--- config.mk ---
export PLATFORM = sky130hd
export DESIGN_NAME = tpc_queue
export DESIGN_NICKNAME = d
export VERILOG_FILES = /design/src/tpc_queue.sv
export SDC_FILE = /design/constraint.sdc
export NUM_CORES = 1
export LEC_CHECK = 0
export BUFFER_PORTS_ARGS = -buffer_cell sky130_fd_sc_hd__buf_4
export CAP_MARGIN = 20
export CORE_AREA = 2 2 43 45
export CTS_CLUSTER_SIZE = 8
export DETAILED_ROUTE_END_ITERATION = 16
export DIE_AREA = 0 0 45 47
export PLACE_DENSITY = 0.76
export SLEW_MARGIN = 20
export SYNTH_ARGS = -nofsm -noshare
export SYNTH_HDL_FRONTEND = slang
export SYNTH_SLANG_ARGS = --single-unit
export TNS_END_PERCENT = 5
--- constraint.sdc ---
create_clock -name clk -period 2 [get_ports clk]
set_input_delay 0.3 -clock clk [delete_from_list [all_inputs] [get_ports clk]]
set_output_delay 0.3 -clock clk [all_outputs]
set_load 0.01 [all_outputs]
--- src/tpc_queue.sv ---
// two-entry queue between front and back
module tpc_queue #(
	parameter int IW = 8
) (
	input  logic          clk,
	input  logic          arst_n,
	input  logic          in_valid,
	output logic          in_ready,
	input  logic [IW-1:0] in_item,
	output logic          out_valid,
	input  logic          out_ready,
	output logic [IW-1:0] out_item
);
	logic [IW-1:0] slot_q [2];
	logic          wp_q, rp_q;
	logic [1:0]    cnt_q;
	logic          push, pop;

	assign in_ready  = (cnt_q != 2'd2);
	assign out_valid = (cnt_q != 2'd0);
	assign out_item  = slot_q[rp_q];
	assign push      = in_valid && in_ready;
	assign pop       = out_valid && out_ready;

	// pointers and fill count
	always_ff @(posedge clk or negedge arst_n) begin
		if (!arst_n) begin
			wp_q  <= 1'b0;
			rp_q  <= 1'b0;
			cnt_q <= 2'd0;
		end else begin
			if (push) wp_q <= !wp_q;
			if (pop) rp_q <= !rp_q;
			cnt_q <= cnt_q + {1'b0, push} - {1'b0, pop};
		end
	end

	// storage
	always_ff @(posedge clk) begin
		if (push) begin
			slot_q[wp_q] <= in_item;
		end
	end

endmodule

== Word level (Yosys, flattened, before mapping) ==
Memory sizes are Yosys's and may differ from the RTL's.
Cells that the tools add are included.
Word-level totals
  bits in registers: 4
  bits in writable memories: 16
  input port bits: 12
  output and inout bits: 10
  word-level logic and storage cells: 14
  memories kept: 1
Cells by class
  add/sub/neg operators: 2
  eq/ne operators: 1
  mux-type cells: 2
  reduce and logical (&&, ||, !) cells: 5
Memories
  slot_q: depth 2, width 8, read ports 1, clocked after memory_dff 0, write ports 1, RTL line 14  | logic [IW-1:0] slot_q [2];
Operators with widths (number)
  adder 2 x 1 -> 2 bit: 1
  logical AND 1 bit: 2
  zero test 1 bit: 2
  two-way mux 1 bit: 2
  != test 2 bit (second input constant): 1
  nonzero test 2 bit: 1
  subtractor 2 x 1 -> 2 bit: 1

== Longest topological paths before layout ==
  word-level depth: 4
  gate-level depth with buffers: 5
  mapped depth without buffers: 5

== Least setup slack after synthesis ==
OpenSTA, ideal clock, no wires.
  path kind: register -> register
  from: register cnt_q[0]
  to: memory slot_q[0][0] (enable)
  arrival: 1072 ps
  required time: 1630 ps
  setup slack: 557 ps
  stages on the path, launching flop included: 4
  period minus slack after synthesis: 1443 ps
  cell sequence: dfrtp_1 > nand2b_1 > nand2_1 > nor2_1
Between the ends
  longest elaborated chain between the ends: 4
RTL lines
  start, declared: RTL line 16  | logic [1:0] cnt_q;
  start signal, assigned: RTL line 34  | cnt_q <= cnt_q + {1'b0, push} - {1'b0, pop};
  != test 2 bit: RTL line 19  | assign in_ready = (cnt_q != 2'd2);
  via in_ready: RTL line 8  | output logic in_ready,
  logical AND 1 bit: RTL line 22  | assign push = in_valid && in_ready;
  two-way mux 1 bit: RTL line 40  | if (push) begin
  two-way mux 1 bit (not written as such): RTL line 41  | slot_q[wp_q] <= in_item;
  end, declared: RTL line 14
The timed path passes the listed nets, and every way through them passes these cells.

== Worst setup path after layout ==
  from: register rp_q
  to: output port out_item[1]
Between the ends
  longest elaborated chain between the ends: 1
RTL lines
  start, declared: RTL line 15  | logic wp_q, rp_q;
  start signal, assigned: RTL line 33  | if (pop) rp_q <= !rp_q;
  memory read (2 x 8 bit)
  end, declared: RTL line 12  | output logic [IW-1:0] out_item
No other way between the ends.

==> impl_metrics.yaml <==
die:
  dieHeight_um: 47
  initial_core_util_pct: 49.0
  rows: 15
  io_pins: 22
  dieArea_mm2: 0.00212
  die_x_um: 45
  core_area_mm2: 0.00165
pwr:
  p_leak_nw: 0.421
  power.net_switching_uw: 413
  power_density_mw_per_mm2: 1420
  p_int_mw: 1.08
  p_sw_share_pct: 27.7
  seqPwrFrac_pct: 44.9
  p_clk_share_pct: 21.4
  pwr-share-comb_pct: 33.7
  max-vdd-ir-drop_mv: 0.842
  p_total_mw: 1.49
worst_setup_path:
  cp_cell_sequence: "mux2_2 > buf_4"
  path_class: "reg -> out"
  crit_required_ps: 1700
  reg2reg_depth: 2
  worstReg2RegEnd: "slot_q[1][3]$_DFFE_PP_"
  crit_path_start_kind: "flop"
  critPathCaptureType: "output pin"
  critPathSlowestCell: "dfrtp_1"
  regToRegSetupSlack_ps: 650
  reg2reg_from: "cnt_q[0]$_DFF_PN0_"
  max_stage_delay_ps: 570
  cp.arrival_ps: 1390
  cp_max_fo: 9
sta:
  fmax_ghz: 0.591
  finalClockSkew_ps: 5.74
  timing.slew.headroom_pct: 74.9
  setup_viol: 0
  setup_ws_ps: 309
  final_hold_viol_count: 0
  worstMarginPinSlew_ps: 376
  setup_tns_ps: 0
  fin_crit_sh_pct: 84.5
  report.final.slew_viol_count: 0
  fin_crit_ps: 1690
  rsz0062_at_grt: "false"
  worst_hold_slack_ps: 177
cts:
  cts-root-buf: "clkbuf_4"
  cts_buffers: 3
  clock_latency_ps: 300
  cts_resized: 0
  cts_max_level: 1
  clk_path_buf_depth: 2
  clkTransAtPathRegs_ps: 110
  cts.sinks: 20
  cts_tree: "done"
logic_synthesis:
  async_reset_ff_share_pct: 20.0
  synthTopCellsByCount: "16 x edfxtp_1, 8 x mux2_2, 4 x dfrtp_1, 3 x nor2_1, 3 x xnor2_1"
  avgSynthCellArea_um2: 17.2
  syn_inst: 47
  synth_top_area_share_pct: 59.4
  syn_nets: 60
  synth_area_um2: 810
  yosys.cell_types.count: 17
  netlist.top_cell.by_area: "edfxtp_1"
  yosysMostFrequentCell: "edfxtp_1"
  synthTopCellsByArea: "edfxtp_1 59%, dfrtp_1 12%, mux2_2 11%, xnor2_1 3.2%, nor4bb_2 2.0%"
  synthFlopType: "edfxtp_1"
  ys_seq_elements: 20
  ys_seq_area_share_pct: 71.7
  synth_enable_flop_cells: 16
  yosys_warnings: 0
detailed_routing:
  post_drt_wl_per_cell_um: 13.4
  drc_errors: 0
  dr.pass1.iters: 3
  final_antenna_net_count: 0
  vias_per_cell: 5.07
  drt_iter0_drc: 5
  wirelength_um: 1200
  vias: 456
grt:
  grt_usage_pct: 13.5
  grt_pass1_wl_um: 1830
  grt.overflow.total: 0
  grt_max_degree: 13
  grt_pass1_vias: 437
  grt_antenna_before_repair: 0
min_path:
  hold_depth: 1
  min_to: "slot_q[0][4]$_DFFE_PP_"
  min_from: "in_item[4]"
  hp-class: "in -> reg"
placed_design:
  place.detailed.hpwl_um: 875
  place_ws_ps: 626
  gp_congestion: 0.687
  dpl_cell_area_um2: 991
  port-buffer-count: 21
final_layout:
  fin_nets: 87
  area_delta_synth_final_pct: 30.1
  multi_input_area_um2: 224
  design_area_mm2: 0.00105
  diodes: 0
  layout-drive-gt1-share_pct: 49.3
  nFillCells: 122
  seqCellArea_um2: 581
flow_run:
  maxCapViolCount: 0
outcome:
  status: "finished, final reports clean"
cell usage in the layout, fill, tap and decap left out:
cell type	count
a311oi_2	1
o21ai_0	1
dfrtp_1	4
xnor2_1	3
ha_1	1
mux2_2	8
nand3_1	1
o21ba_1	1
or2_1	1
buf_4	22
nor2b_1	1
nand2b_1	1
nor2_1	3
nand2_1	2
dlygate4sd3_1	1
clkbuf_4	3
bufinv_16	1
nor4bb_2	1
and3_1	1
edfxtp_1	16
critical path, delay by kind of cell, from the launching register on:
family | cells | cell delay [ps]
flops | 1 | 570
mux | 1 | 380
buf+inv | 1 | 140
per-layer routing:
| metal | vias to the layer above | part of all wire, % | track usage (%) |
|---|---|---|---|
| li1 | 226 | - | - |
| met1 | 212 | 40 | 14.2 |
| met2 | 14 | 51 | 22.0 |
| met3 | 4 | 6.1 | 3.85 |
| met4 | 0 | 3.3 | 12.4 |
| met5 | - | 0 | 0 |
logic make-up after synthesis:
group	count (synthesis)	share of synthesized area [%]
flip-flops	20	71.7
AND/OR/NAND/NOR	11	8.04
multiplexers	8	11.1
AO/OA/AOI/OAI	3	3.71
XOR/XNOR	3	3.25
buffers and inverters	1	0.618
adder cells (fa/ha/maj)	1	1.55
through the flow:
stage / util [%] / std cells
3_5_place_dp: 60.0 / 85
5_1_grt: 63.8 / 90
6_report: 63.8 / 90
3_3_place_gp: 60.0 / 85
2_1_floorplan: - / 47
4_1_cts: 63.8 / 90
how the worst max path moves through the flow:
stage                        from                     end  slack (ps)  depth (start not counted)
3_3_place_gp     rp_q$_DFFE_PN0P_             out_item[1]         610                          2
6_report         rp_q$_DFFE_PN0P_             out_item[1]         310                          2
3_5_place_dp     rp_q$_DFFE_PN0P_             out_item[1]         630                          2
4_1_cts          rp_q$_DFFE_PN0P_             out_item[1]         280                          2
5_1_grt          rp_q$_DFFE_PN0P_             out_item[4]         230                          2
2_1_floorplan  cnt_q[0]$_DFF_PN0_  slot_q[0][0]$_DFFE_PP_         560                          3
registers in the layout, indices dropped and copies added, names as in the netlist:
register and flops:
slot_q 16, rp_q 1, cnt_q 2, wp_q 1
cell type report:
| cell class | instances | area share (%) |
|---|---|---|
| flip-flops and latches | 20 | 55.1 |
| well taps | 17 | 2.02 |
| repair buffers | 23 | 16.6 |
| multi-input cells | 26 | 21.3 |
| clock inverters | 1 | 2.85 |
| clock buffers | 3 | 2.14 |
power groups by stage:
stage / registers (mW) / logic, mW / clock network, mW
4_1_cts: 0.673 / 0.514 / 0.329
3_3_place_gp: 0.678 / 0.500 / 0
6_report: 0.670 / 0.503 / 0.319
5_1_grt: 0.693 / 0.555 / 0.337
2_1_floorplan: 0.634 / 0.340 / 0
3_5_place_dp: 0.682 / 0.510 / 0
what timing repair did:
action                                  CTS  global route
hold buffers                              1             0
buffers inserted                          0             0
endpoints found under the setup margin    0             0
endpoints found under the hold margin     4             0
Power figures use the tool's default switching activity.
