===== src/tpc_front.sv =====
// front stage: midpoint, squared side lengths and cross product of one word
module tpc_front #(
	parameter int ROW_BITS = 7,
	parameter int COL_BITS = 8,
	parameter int DW = 2 * ((ROW_BITS > COL_BITS) ? ROW_BITS : COL_BITS) + 1,
	parameter int MW = ROW_BITS + COL_BITS + 2,
	parameter int IW = 3 * DW + MW + 2
) (
	input  logic                clk,
	input  logic                arst_n,
	input  logic                in_valid,
	output logic                in_ready,
	input  logic [ROW_BITS-1:0] start_row,
	input  logic [ROW_BITS-1:0] row_end,
	input  logic [COL_BITS-1:0] col_at_start,
	input  logic [COL_BITS-1:0] col_at_middle,
	input  logic [COL_BITS-1:0] col_at_end,
	output logic                out_valid,
	input  logic                out_ready,
	output logic [IW-1:0]       out_item
);
	localparam int XW = ROW_BITS + COL_BITS + 3;

	logic                         v_q;
	logic [IW-1:0]                item_q;
	logic [ROW_BITS:0]            sum_r;
	logic [ROW_BITS-1:0]          rm;
	logic signed [ROW_BITS:0]     dr1, dr2, dr3;
	logic signed [COL_BITS:0]     dc1, dc2, dc3;
	logic signed [2*ROW_BITS+1:0] sr1, sr2, sr3;
	logic signed [2*COL_BITS+1:0] sc1, sc2, sc3;
	logic [DW-1:0]                d1, d2, d3;
	logic signed [ROW_BITS+COL_BITS+1:0] t1, t2;
	logic signed [XW-1:0]         area2;
	logic [MW-1:0]                mag;
	logic                         neg, degen;

	// point differences
	always_comb begin
		sum_r = {1'b0, start_row} + {1'b0, row_end};
		rm    = sum_r[ROW_BITS:1];
		dr1   = $signed({1'b0, start_row}) - $signed({1'b0, rm});
		dr2   = $signed({1'b0, row_end}) - $signed({1'b0, rm});
		dr3   = $signed({1'b0, row_end}) - $signed({1'b0, start_row});
		dc1   = $signed({1'b0, col_at_start}) - $signed({1'b0, col_at_middle});
		dc2   = $signed({1'b0, col_at_end}) - $signed({1'b0, col_at_middle});
		dc3   = $signed({1'b0, col_at_end}) - $signed({1'b0, col_at_start});
	end

	// squared lengths and twice the signed area
	always_comb begin
		sr1   = dr1 * dr1;
		sr2   = dr2 * dr2;
		sr3   = dr3 * dr3;
		sc1   = dc1 * dc1;
		sc2   = dc2 * dc2;
		sc3   = dc3 * dc3;
		d1    = DW'(sr1[2*ROW_BITS:0]) + DW'(sc1[2*COL_BITS:0]);
		d2    = DW'(sr2[2*ROW_BITS:0]) + DW'(sc2[2*COL_BITS:0]);
		d3    = DW'(sr3[2*ROW_BITS:0]) + DW'(sc3[2*COL_BITS:0]);
		t1    = dc1 * (-dr3);
		t2    = dr1 * dc3;
		area2 = XW'(t1) + XW'(t2);
		neg   = area2[XW-1];
		mag   = neg ? MW'(-area2) : MW'(area2);
		degen = (d1 == '0) || (d2 == '0) || (d3 == '0);
	end

	assign in_ready  = !v_q || out_ready;
	assign out_valid = v_q;
	assign out_item  = item_q;

	// output register
	always_ff @(posedge clk or negedge arst_n) begin
		if (!arst_n) begin
			v_q <= 1'b0;
		end else if (in_ready) begin
			v_q <= in_valid;
		end
	end

	always_ff @(posedge clk) begin
		if (in_ready && in_valid) begin
			item_q <= {degen, neg, mag, d3, d2, d1};
		end
	end

endmodule


===== config.mk =====
export PLATFORM = sky130hd
export DESIGN_NAME = tpc_front
export DESIGN_NICKNAME = d
export VERILOG_FILES = /design/src/tpc_front.sv
export SDC_FILE = /design/constraint.sdc
export NUM_CORES = 1
export LEC_CHECK = 0
export BUFFER_PORTS_ARGS = -buffer_cell sky130_fd_sc_hd__clkbuf_2
export CORE_ASPECT_RATIO = 0.8
export CORE_MARGIN = 1
export CORE_UTILIZATION = 65
export DETAILED_ROUTE_END_ITERATION = 6
export PLACE_DENSITY = 0.91
export SLEW_MARGIN = 10
export SYNTH_ARGS = -nofsm -noshare
export SYNTH_HDL_FRONTEND = slang
export SYNTH_SLANG_ARGS = --single-unit
export TNS_END_PERCENT = 5

===== constraint.sdc =====
create_clock -name clk -period 7.02 [get_ports clk]
set_input_delay 0.702 -clock clk [delete_from_list [all_inputs] [get_ports clk]]
set_output_delay 0.702 -clock clk [all_outputs]
set_load 0.01 [all_outputs]

==> metrics.yaml, run 1 <==
outcome: "did not finish"
postSynthCellCount: 2809
ys.flop_type: "edfxtp_1"
cts_made_buffers: 9
die_y_microns: 180
yosysWarnings: 0
ys_seq_area_frac: 0.0830
root_buffer: "clkbuf_16"
grt_max_degree: 71
grt.overflow.total: 2
netlist.area_leader.share: 0.383
yosysMostFrequentCell: "inv_1"
tool.error: "[ERROR GRT-0232] Routing congestion too high. Check the congestion heatmap in the GUI."
htreeDepth: 3
clock_path_buffers: 2
async_flop_share: 0.0141
hpwl_mm: 75.0
globalplace.congestion: 1.09
yosys_register_bits: 71
rows: 64
ys_top_cells_by_area: "fa_1 (38%), ha_1 (16%), inv_1 (10%)"
grt_use_total: 0.701
yosysTopAreaCell: "fa_1"
syn-cell-area_sq_um: 25600
syn_nets: 3661
hold_buffers: 0
ys_top_cells_by_count: "inv_1 (685), fa_1 (490), ha_1 (320)"
portBuffers: 113
io_pins: 114
synth_edf_count: 70
initial_core_util: 0.665
syn_area_per_cell_sq_um: 9.12
stop_stage: "global routing"
cts.sinks: 71
die_x_microns: 224
yosysUniqueCellTypes: 86
## routing by layer
metal	overflow	global-route usage
met2	1	0.848
met4	1	0.679
met1	0	0.685
met5	0	0.373
met3	0	0.590
## what timing repair did
item                                    4_1_cts
setup buffers                                 6
endpoints found under the setup margin       53
gates resized for setup                      91
cloned                                        1
pin swaps                                    69
## stage by stage
step | worst slack [ps] | cells | setup TNS, ps | area [sq um]
CTS | -3690 | 4026 | -128690 | 32400
detailed placement | -4770 | 4004 | -166750 | 31600
global placement | -3860 | 4004 | -131880 | 31600
floorplan | -3370 | 2809 | -101480 | 26000
## cells by family after synthesis
group	share of synthesized area
mux	0.00254
flops	0.0830
xor+xnor	0.0706
compound gates	0.0700
simple gates	0.123
fa+ha+maj	0.540
buf+inv	0.111
==> run 2, diff against run 1 <==
CORE_ASPECT_RATIO = not set   (was 0.8)
CORE_UTILIZATION = 40   (was 65)
PLACE_DENSITY = not set   (was 0.91)
PLACE_DENSITY_LB_ADDON = 0.15   (was not set)
==> run 2 against run 1 <==
Net effect: the flow now finishes, with violations (setup timing); synthesized cell count unchanged; area after synthesis is the same.
==> metrics.yaml, run 2 <==
postSynthCellCount: 2809  # unchanged
max_freq_mhz: 96.7
root_buffer: "clkbuf_16"
worstPathRequired_ps: 7150
setup_tns_ps: -105240
synth_edf_count: 70  # unchanged
ys.flop_type: "edfxtp_1"
grt_pass1_wl_mm: 112
rrSetupSlack_ps: 5300
arrival_ps: 10470
cts_made_buffers: 9  # unchanged
cp-end-kind: "flip-flop"
setup_viol: 51
cap_violations: 0
portBuffers: 113  # unchanged
drive_gt1_frac: 0.278
first_global_vias: 21800
violations: "setup timing"
final.min_clock_period_ps: 10350
yosys_register_bits: 71  # unchanged
fin_nets: 4398
hold_class: "in2async"
drt_pass1_iterations: 7
yosysWarnings: 0  # unchanged
remaining_drc_errors: 0
fin_skew_ps: 7.31
ff2ff_path_depth: 2
routed_wl_mm: 68.2
path_class: "in2reg"
htreeDepth: 3  # unchanged
multiInputGateArea_sq_um: 21600
num_antenna_cells: 0
core_area_sq_um: 63200
die_x_microns: 255  # +14%
hold_buffers: 0  # unchanged
period_share: 1.47
rows: 92  # +44%
cts.sinks: 71  # unchanged
cts_tree: "yes"
globalplace.congestion: 0.981  # -10%
post-place-ws_ps: -4000  # +765 ps
num_vias: 20700
ys_top_cells_by_area: "fa_1 (38%), ha_1 (16%), inv_1 (10%)"
rsz0062_at_grt: "true"
syn_to_final_growth_pct: 30.2
io_pins: 114  # unchanged
grt.overflow.total: 0
seqCellArea_sq_um: 2130
tightest_slew_ps: 992
routedWlPerCell_microns: 15.5
yosysTopAreaCell: "fa_1"
netlist.area_leader.share: 0.383  # unchanged
syn-cell-area_sq_um: 25600  # unchanged
cp_slowest_cell: "fa_1"
cpPeakStageDelay_ps: 580
hold_viol_final: 0
final_common_cell: "inv_1"
slew_violations: 0
yosysMostFrequentCell: "inv_1"
antenna_found_initial: 1
ys_seq_area_frac: 0.0830  # unchanged
r2r-end: "out_item[15]$_DFFE_PP_"
clk-insertion-delay-late_ps: 380
detail-route-antenna-nets: 0
hpwl_mm: 61.4  # -18%
nFillCells: 5779
ys_top_cells_by_count: "inv_1 (685), fa_1 (490), ha_1 (320)"
async_flop_share: 0.0141  # unchanged
critPathLaunch: "row_end[0]"
clk_pin_slew_ps: 50
slew_headroom: 0.339
outcome: "finished, violations left"
rr_startpoint: "out_valid$_DFFE_PN0N_"
initial_core_util: 0.406  # -0.260
start_kind: "primary input"
syn_nets: 3661  # unchanged
cp_max_fo: 8
clock_path_buffers: 2  # unchanged
vias_per_cell: 4.70
die-area_sq_um: 65100
die_y_microns: 255  # +42%
grt_max_degree: 71
layout_common_cells: "inv_1 (675), buf_4 (660), fa_1 (484)"
worst_slack_ps: -3330
grt_use_total: 0.222
syn_area_per_cell_sq_um: 9.12  # unchanged
largest_reg_flops: 70
yosysUniqueCellTypes: 86  # unchanged
first_iter_violations: 898
crit_top_cell: "fa_1"
[run 2: cell counts after synthesis]
Identical to the previous run, type by type.
[run 2: stage by stage]
step | hold slack (ps) | instances | utilization | instance area [sq um]
3_5_place_dp | 478 | 4372 | 0.512 | 32400
2_1_floorplan | 406 | 2809 | - | 26000
4_1_cts | 61.2 | 4397 | 0.524 | 33100
6_report | 85.0 | 4397 | 0.528 | 33400
5_1_grt | 80.5 | 4397 | 0.528 | 33400
3_3_place_gp | 477 | 4372 | 0.512 | 32400
[run 2: worst max-delay path: cells and delay by family]
| family | cells | cell delay [ps] |
|---|---|---|
| xor gates and xnor gates | 4 | 1070 |
| muxes | 1 | 180 |
| and+or+nand+nor | 6 | 910 |
| buffers and inverters | 9 | 1040 |
| AOI/OAI and AO/OA | 7 | 890 |
| adders and majority gates | 15 | 5640 |
[run 2: what timing repair did]
action                                  CTS  global route
cloned                                    1             0
resized for setup                        94            41
pin swaps                                40            16
hold endpoints to repair                  0             0
endpoints found under the setup margin   53            53
buffers inserted                          8             0
[run 2: how the worst max path moves through the flow]
stage	depth (start not counted)	to
global route	45	out_item[53]$_DFFE_PP_
global placement	44	out_item[53]$_DFFE_PP_
detailed placement	46	out_item[53]$_DFFE_PP_
CTS	44	out_item[65]$_DFFE_PP_
finish	42	out_item[65]$_DFFE_PP_
floorplan	45	out_item[65]$_DFFE_PP_
[run 2: layout make-up]
type	count	area share
tap	846	0.0317
multi-input combinational	1982	0.648
inverter	703	0.0800
sequential	71	0.0638
clock inverter	6	0.00116
timing repair buffer	779	0.169
clock buffer	10	0.00686
[run 2: per-layer routing]
metal,up-vias,share of wire,track usage
met1,10200,0.47,0.311
met2,361,0.47,0.369
li1,10100,-,-
met4,2,0.019,0.0530
met5,-,0.00019,0
met3,55,0.044,0.0238
[run 2: logic make-up after synthesis]
family	share of synthesized area
compound gates	0.0700
xor+xnor	0.0706
fa+ha+maj	0.540
buf+inv	0.111
flops	0.0830
mux	0.00254
simple gates	0.123
Power of run 2 is not shown: default switching activity piles up to over one toggle a cycle in this logic, so the estimate is an artifact.
==> run 3, diff against run 2 <==
ABC_AREA = 1   (was not set)
==> run 3 against run 2 <==
Net effect: the flow still finishes with violations (setup timing); clock-buffer cell count rose by 6; die area is 2.2% higher; sequential share of layout area shrank 0.10 points; clock skew grew 7.6 ps; first-iteration DRC count decreased by 5.5%; cell area rose by 1.7%.
==> metrics.yaml, run 3 <==
async_flop_share: 0.0141  # unchanged
tightest_slew_ps: 1000  # +8.80 ps
cts_tree: "yes"
hold_buffers: 0  # unchanged
hpwl_mm: 60.5  # -1.5%
syn-cell-area_sq_um: 26200  # +2.2%
outcome: "finished, violations left"
ys.flop_type: "edfxtp_1"
yosysUniqueCellTypes: 53  # -38%
clk_pin_slew_ps: 70  # +20 ps
final.min_clock_period_ps: 10000  # -341 ps
setup_viol: 52  # +2.0%
ys_top_cells_by_area: "fa_1 (37%), ha_1 (15%), inv_1 (12%)"
hold_class: "in2async"
die_x_microns: 258  # +1.1%
netlist.area_leader.share: 0.375  # -0.00819
slew_violations: 0  # unchanged
drt_pass1_iterations: 5  # -2
worstPathRequired_ps: 7140  # about the same
first_iter_violations: 849  # -5.5%
globalplace.congestion: 0.918  # -6.4%
io_pins: 114  # unchanged
grt.overflow.total: 0  # unchanged
ys_seq_area_frac: 0.0812  # -0.00178
routedWlPerCell_microns: 14.3  # -7.8%
first_global_vias: 23400  # +7.3%
synth_edf_count: 70  # unchanged
yosysWarnings: 0  # unchanged
cpPeakStageDelay_ps: 560  # -20 ps
cap_violations: 0  # unchanged
instances_no_fill: 4734  # +7.7%
antenna_found_initial: 0  # -1
cp_max_fo: 7  # -1
violations: "setup timing"
syn_to_final_growth_pct: 29.5
num_antenna_cells: 0  # unchanged
core_area_sq_um: 64600  # +2.2%
clk-insertion-delay-late_ps: 380  # about the same
start_kind: "primary input"
dp.cells: 4704  # +7.6%
num_vias: 21900  # +6.2%
postSynthCellCount: 3140  # +12%
grt_pass1_wl_mm: 114  # +1.5%
cp-end-kind: "flip-flop"
largest_reg_flops: 70  # unchanged
yosys_register_bits: 71  # unchanged
fin_nets: 4726  # +7.5%
initial_core_util: 0.406  # about the same
yosys.area_share.simple: 0.157  # +0.0346
nFillCells: 6113  # +5.8%
grt_use_total: 0.213  # -0.00919
synth_top_family_by_area: "adder cells"
synth-compound-area-share: 0.0432  # -0.0267
cts_made_buffers: 9  # unchanged
path_class: "in2reg"
hold_viol_final: 0  # unchanged
fin_skew_ps: 14.9  # +7.57 ps
yosysTopAreaCell: "fa_1"
htreeDepth: 3  # unchanged
period_share: 1.43  # -0.0486
slew_headroom: 0.333  # -0.00587
rows: 93  # +1.1%
die-area_sq_um: 66500  # +2.2%
synth-xor-area-share: 0.0542  # -0.0164
portBuffers: 113  # unchanged
cts.sinks: 71  # unchanged
final_common_cell: "inv_1"
detail-route-antenna-nets: 0  # unchanged
syn_area_per_cell_sq_um: 8.34  # -8.6%
worst_slack_ps: -2980  # +341 ps
routed_wl_mm: 67.7  # -0.73%
synth_fa_ha_area_frac: 0.527  # -0.0124
synth_mux_area_frac: 0  # -0.00254
layout_common_cells: "inv_1 (850), buf_4 (643), fa_1 (479)"
grt_max_degree: 71  # unchanged
remaining_drc_errors: 0  # unchanged
drive_gt1_frac: 0.260  # -0.0173
rsz0062_at_grt: "true"
crit_top_cell: "fa_1"
max_freq_mhz: 100  # +3.4%
root_buffer: "clkbuf_16"
yosysMostFrequentCell: "inv_1"
vias_per_cell: 4.64  # -1.4%
arrival_ps: 10120  # -350 ps
clock_path_buffers: 2  # unchanged
die_y_microns: 258  # +1.1%
ys_top_cells_by_count: "inv_1 (867), fa_1 (490), nand2_1 (476)"
syn_nets: 3992  # +9.0%
cp_slowest_cell: "fa_1"
## run 3: cell types whose count changed after synthesis, sizes merged, moves of 44 or more
cell    change
nand2     +251
inv       +186
xnor2      -95
nand3      +85
xor2       +59
nand2b     -44
## run 3: final timing paths
check                                         end  depth (start not counted)                   from  slack (ps)
max in group asynchronous   out_valid$_DFFE_PN0N_                          1                 arst_n        6860
min in group clk            out_valid$_DFFE_PN0N_                          3               in_valid         550
min                         out_valid$_DFFE_PN0N_                          1                 arst_n          80
max                        out_item[57]$_DFFE_PP_                         52             row_end[0]       -2980
min reg2reg                 out_valid$_DFFE_PN0N_                          2  out_valid$_DFFE_PN0N_         600
max reg2reg                out_item[41]$_DFFE_PP_                          2  out_valid$_DFFE_PN0N_        5240
## run 3: cell families (layout without fill, tap and decap cells)
kind of cell    after synthesis  after routing
compound gates              194            194
xor+xnor                    160            160
fa+ha+maj                   810            810
buf+inv                     936           1675
flops                        71             71
simple gates                969            969
## run 3: critical path: cells and delay by family
family | cells | cell delay, ps
compound gates | 6 | 810
xor+xnor | 3 | 400
fa+ha+maj | 15 | 5690
buf+inv | 15 | 1240
simple gates | 13 | 1220
## run 3: timing repair
action,in CTS,in global routing
pin swaps,73,20
setup buffers,13,1
setup endpoints to repair,53,53
resized for setup,105,44
gates cloned,1,0
## run 3: cell type report
cell class / count / area (sq um) / area share
inverters: 890 / 3370 / 0.0995
repair buffers: 769 / 5620 / 0.166
flip-flops and latches: 71 / 2130 / 0.0627
clock buffers: 16 / 282 / 0.00830
well taps: 855 / 1070 / 0.0315
multi-input cells: 2133 / 21400 / 0.632
## run 3: routing by layer
metal  vias to the layer above  routed length (microns)  track usage  share of wire
met5                         -                        0            0              0
met4                         0                     1110       0.0473          0.016
met3                        41                     2230       0.0186          0.033
met2                       305                    33800        0.375           0.50
met1                     10800                    30600        0.284           0.45
li1                      10800                        -            -              -
## run 3: metrics by stage
step	setup TNS, ps	hold slack (ps)	instance area (sq um)	setup WS, ps	util
floorplan	-88390	406	26400	-3190	-
global placement	-132010	476	32800	-3600	0.507
detailed placement	-138350	478	32800	-3830	0.507
CTS	-103970	56.3	33700	-3020	0.521
global route	-126970	70.4	33900	-3490	0.525
finish	-102990	81.9	33900	-2980	0.525
Power of run 3 is left out for the same reason.
==> run 4, diff against run 3 <==
RECOVER_POWER = 50   (was not set)
==> run 4 against run 3 <==
Net effect: the run ends with capacitance limit, slew limit, setup timing left; setup slack better by 3.2 ps; highest routed layer unchanged; sequential share of layout area hardly changed; core utilization is 0.14 points lower; fmax hardly changed; routed wire length is 0.11% higher; first-iteration DRC count is 2.8% lower; sequential cell count stayed put; critical path depth stayed put.
==> metrics.yaml, run 4 (synthesis results as in run 3) <==
final_common_cell: "inv_1"
num_antenna_cells: 0  # unchanged
root_buffer: "clkbuf_16"
worstSetupPathDepth: 52  # unchanged
initial_core_util: 0.406  # unchanged
multiInputGateArea_sq_um: 21400  # unchanged
core_area_sq_um: 64600  # unchanged
hold_viol_final: 0  # unchanged
instances_no_fill: 4734  # unchanged
cp_slowest_cell: "fa_1"
path_class: "in2reg"
drt_pass1_iterations: 5  # unchanged
cts_tree: "yes"
start_kind: "primary input"
violations: "capacitance limit, slew limit, setup timing"
outcome: "finished, violations left"
worstPathRequired_ps: 7140  # about the same
grt_pass1_wl_mm: 114  # unchanged
grt.overflow.total: 0  # unchanged
portBuffers: 113  # unchanged
die-area_sq_um: 66500  # unchanged
rrSetupSlack_ps: 2960  # -2280 ps
seqCellArea_sq_um: 2130  # unchanged
die_y_microns: 258  # unchanged
rr_startpoint: "out_valid$_DFFE_PN0N_"
hold_class: "in2async"
fin_skew_ps: 14.6  # -0.247 ps
num_vias: 21900  # -0.17%
setup_viol: 52  # unchanged
tightest_slew_ps: 4190  # +3190 ps
critPathBufInv: 15  # unchanged
grt_use_total: 0.213  # unchanged
drive_gt1_frac: 0.242  # -0.0186
clk_pin_slew_ps: 70  # about the same
ff2ff_path_depth: 2  # unchanged
cp-end-kind: "flip-flop"
cts.sinks: 71  # unchanged
final.min_clock_period_ps: 10000  # -3.22 ps
clock_path_buffers: 2  # unchanged
grt_max_degree: 71  # unchanged
cts_made_buffers: 9  # unchanged
globalplace.congestion: 0.918  # unchanged
layout_common_cells: "inv_1 (850), buf_4 (642), fa_1 (479)"
met3_length_mm: 1.98  # -12%
rows: 93  # unchanged
antenna_found_initial: 0  # unchanged
routed_wl_mm: 67.8  # +0.11%
r2r-end: "out_item[41]$_DFFE_PP_"
remaining_drc_errors: 0  # unchanged
first_global_vias: 23400  # unchanged
period_share: 1.42  # about the same
crit_top_cell: "fa_1"
fin_util: 0.524  # -0.00143
slew_violations: 71  # +71
die_x_microns: 258  # unchanged
rsz0062_at_grt: "true"
dp.cells: 4704  # unchanged
wl_met2_mm: 33.8  # +0.16%
slew_headroom: -1.79  # -2.13
worst_slack_ps: -2980  # +3.22 ps
nFillCells: 6140  # +0.44%
vias_per_cell: 4.63  # -0.17%
cpPeakStageDelay_ps: 560  # about the same
routedWlPerCell_microns: 14.3  # +0.11%
htreeDepth: 3  # unchanged
max_freq_mhz: 100  # about the same
cp_max_fo: 7  # unchanged
arrival_ps: 10120  # about the same
hpwl_mm: 60.5  # unchanged
clk-insertion-delay-late_ps: 380  # about the same
post-place-ws_ps: -3830  # unchanged
detail-route-antenna-nets: 0  # unchanged
cp_top_family: "adder cells"
largest_reg_flops: 70  # unchanged
highest_layer: "met4"
first_iter_violations: 825  # -2.8%
io_pins: 114  # unchanged
fin_nets: 4726  # unchanged
cap_violations: 1  # +1
syn_to_final_growth_pct: 29.2
met1Wirelength_mm: 30.9  # +0.90%
## run 4: changes by cell type in the layout (fill, tap and decap cells not counted)
cell,delta
buf_4,-1
clkbuf_1,+72
clkbuf_2,-71
## run 4: area by class of cell
cell class                 count  area share
multi-input combinational   2133       0.634
inverter                     890      0.0997
clock buffer                  16     0.00832
timing repair buffer         769       0.163
tap                          855      0.0316
sequential                    71      0.0629
## run 4: per-layer routing
metal | vias to the layer above | track usage
met5 | - | 0
met4 | 0 | 0.0473
met3 | 41 | 0.0186
met2 | 271 | 0.375
met1 | 10800 | 0.284
li1 | 10800 | -
## run 4: worst max-delay path by stage
stage | start | end | slack (ps)
floorplan | row_end[0] | out_item[62]$_DFFE_PP_ | -3190
global placement | row_end[0] | out_item[56]$_DFFE_PP_ | -3600
detailed placement | row_end[0] | out_item[61]$_DFFE_PP_ | -3830
CTS | row_end[0] | out_item[54]$_DFFE_PP_ | -3020
global route | row_end[0] | out_item[66]$_DFFE_PP_ | -3490
finish | row_end[0] | out_item[57]$_DFFE_PP_ | -2980
## run 4: stage by stage
step | area, sq um | setup TNS [ps] | hold WS (ps)
floorplan | 26400 | -88390 | 406
global placement | 32800 | -132010 | 476
detailed placement | 32800 | -138350 | 478
CTS | 33700 | -103970 | 56.3
global route | 33800 | -126970 | 70.4
finish | 33800 | -102970 | 80.5
## run 4: timing repair
| item | CTS | global route |
|---|---|---|
| buffers inserted | 13 | 1 |
| pin swaps | 73 | 20 |
| resized for setup | 105 | 44 |
| endpoints found under the setup margin | 53 | 53 |
| cloned | 1 | 0 |
| hold buffers | 0 | 0 |
Power of run 4 is left out for the same reason.
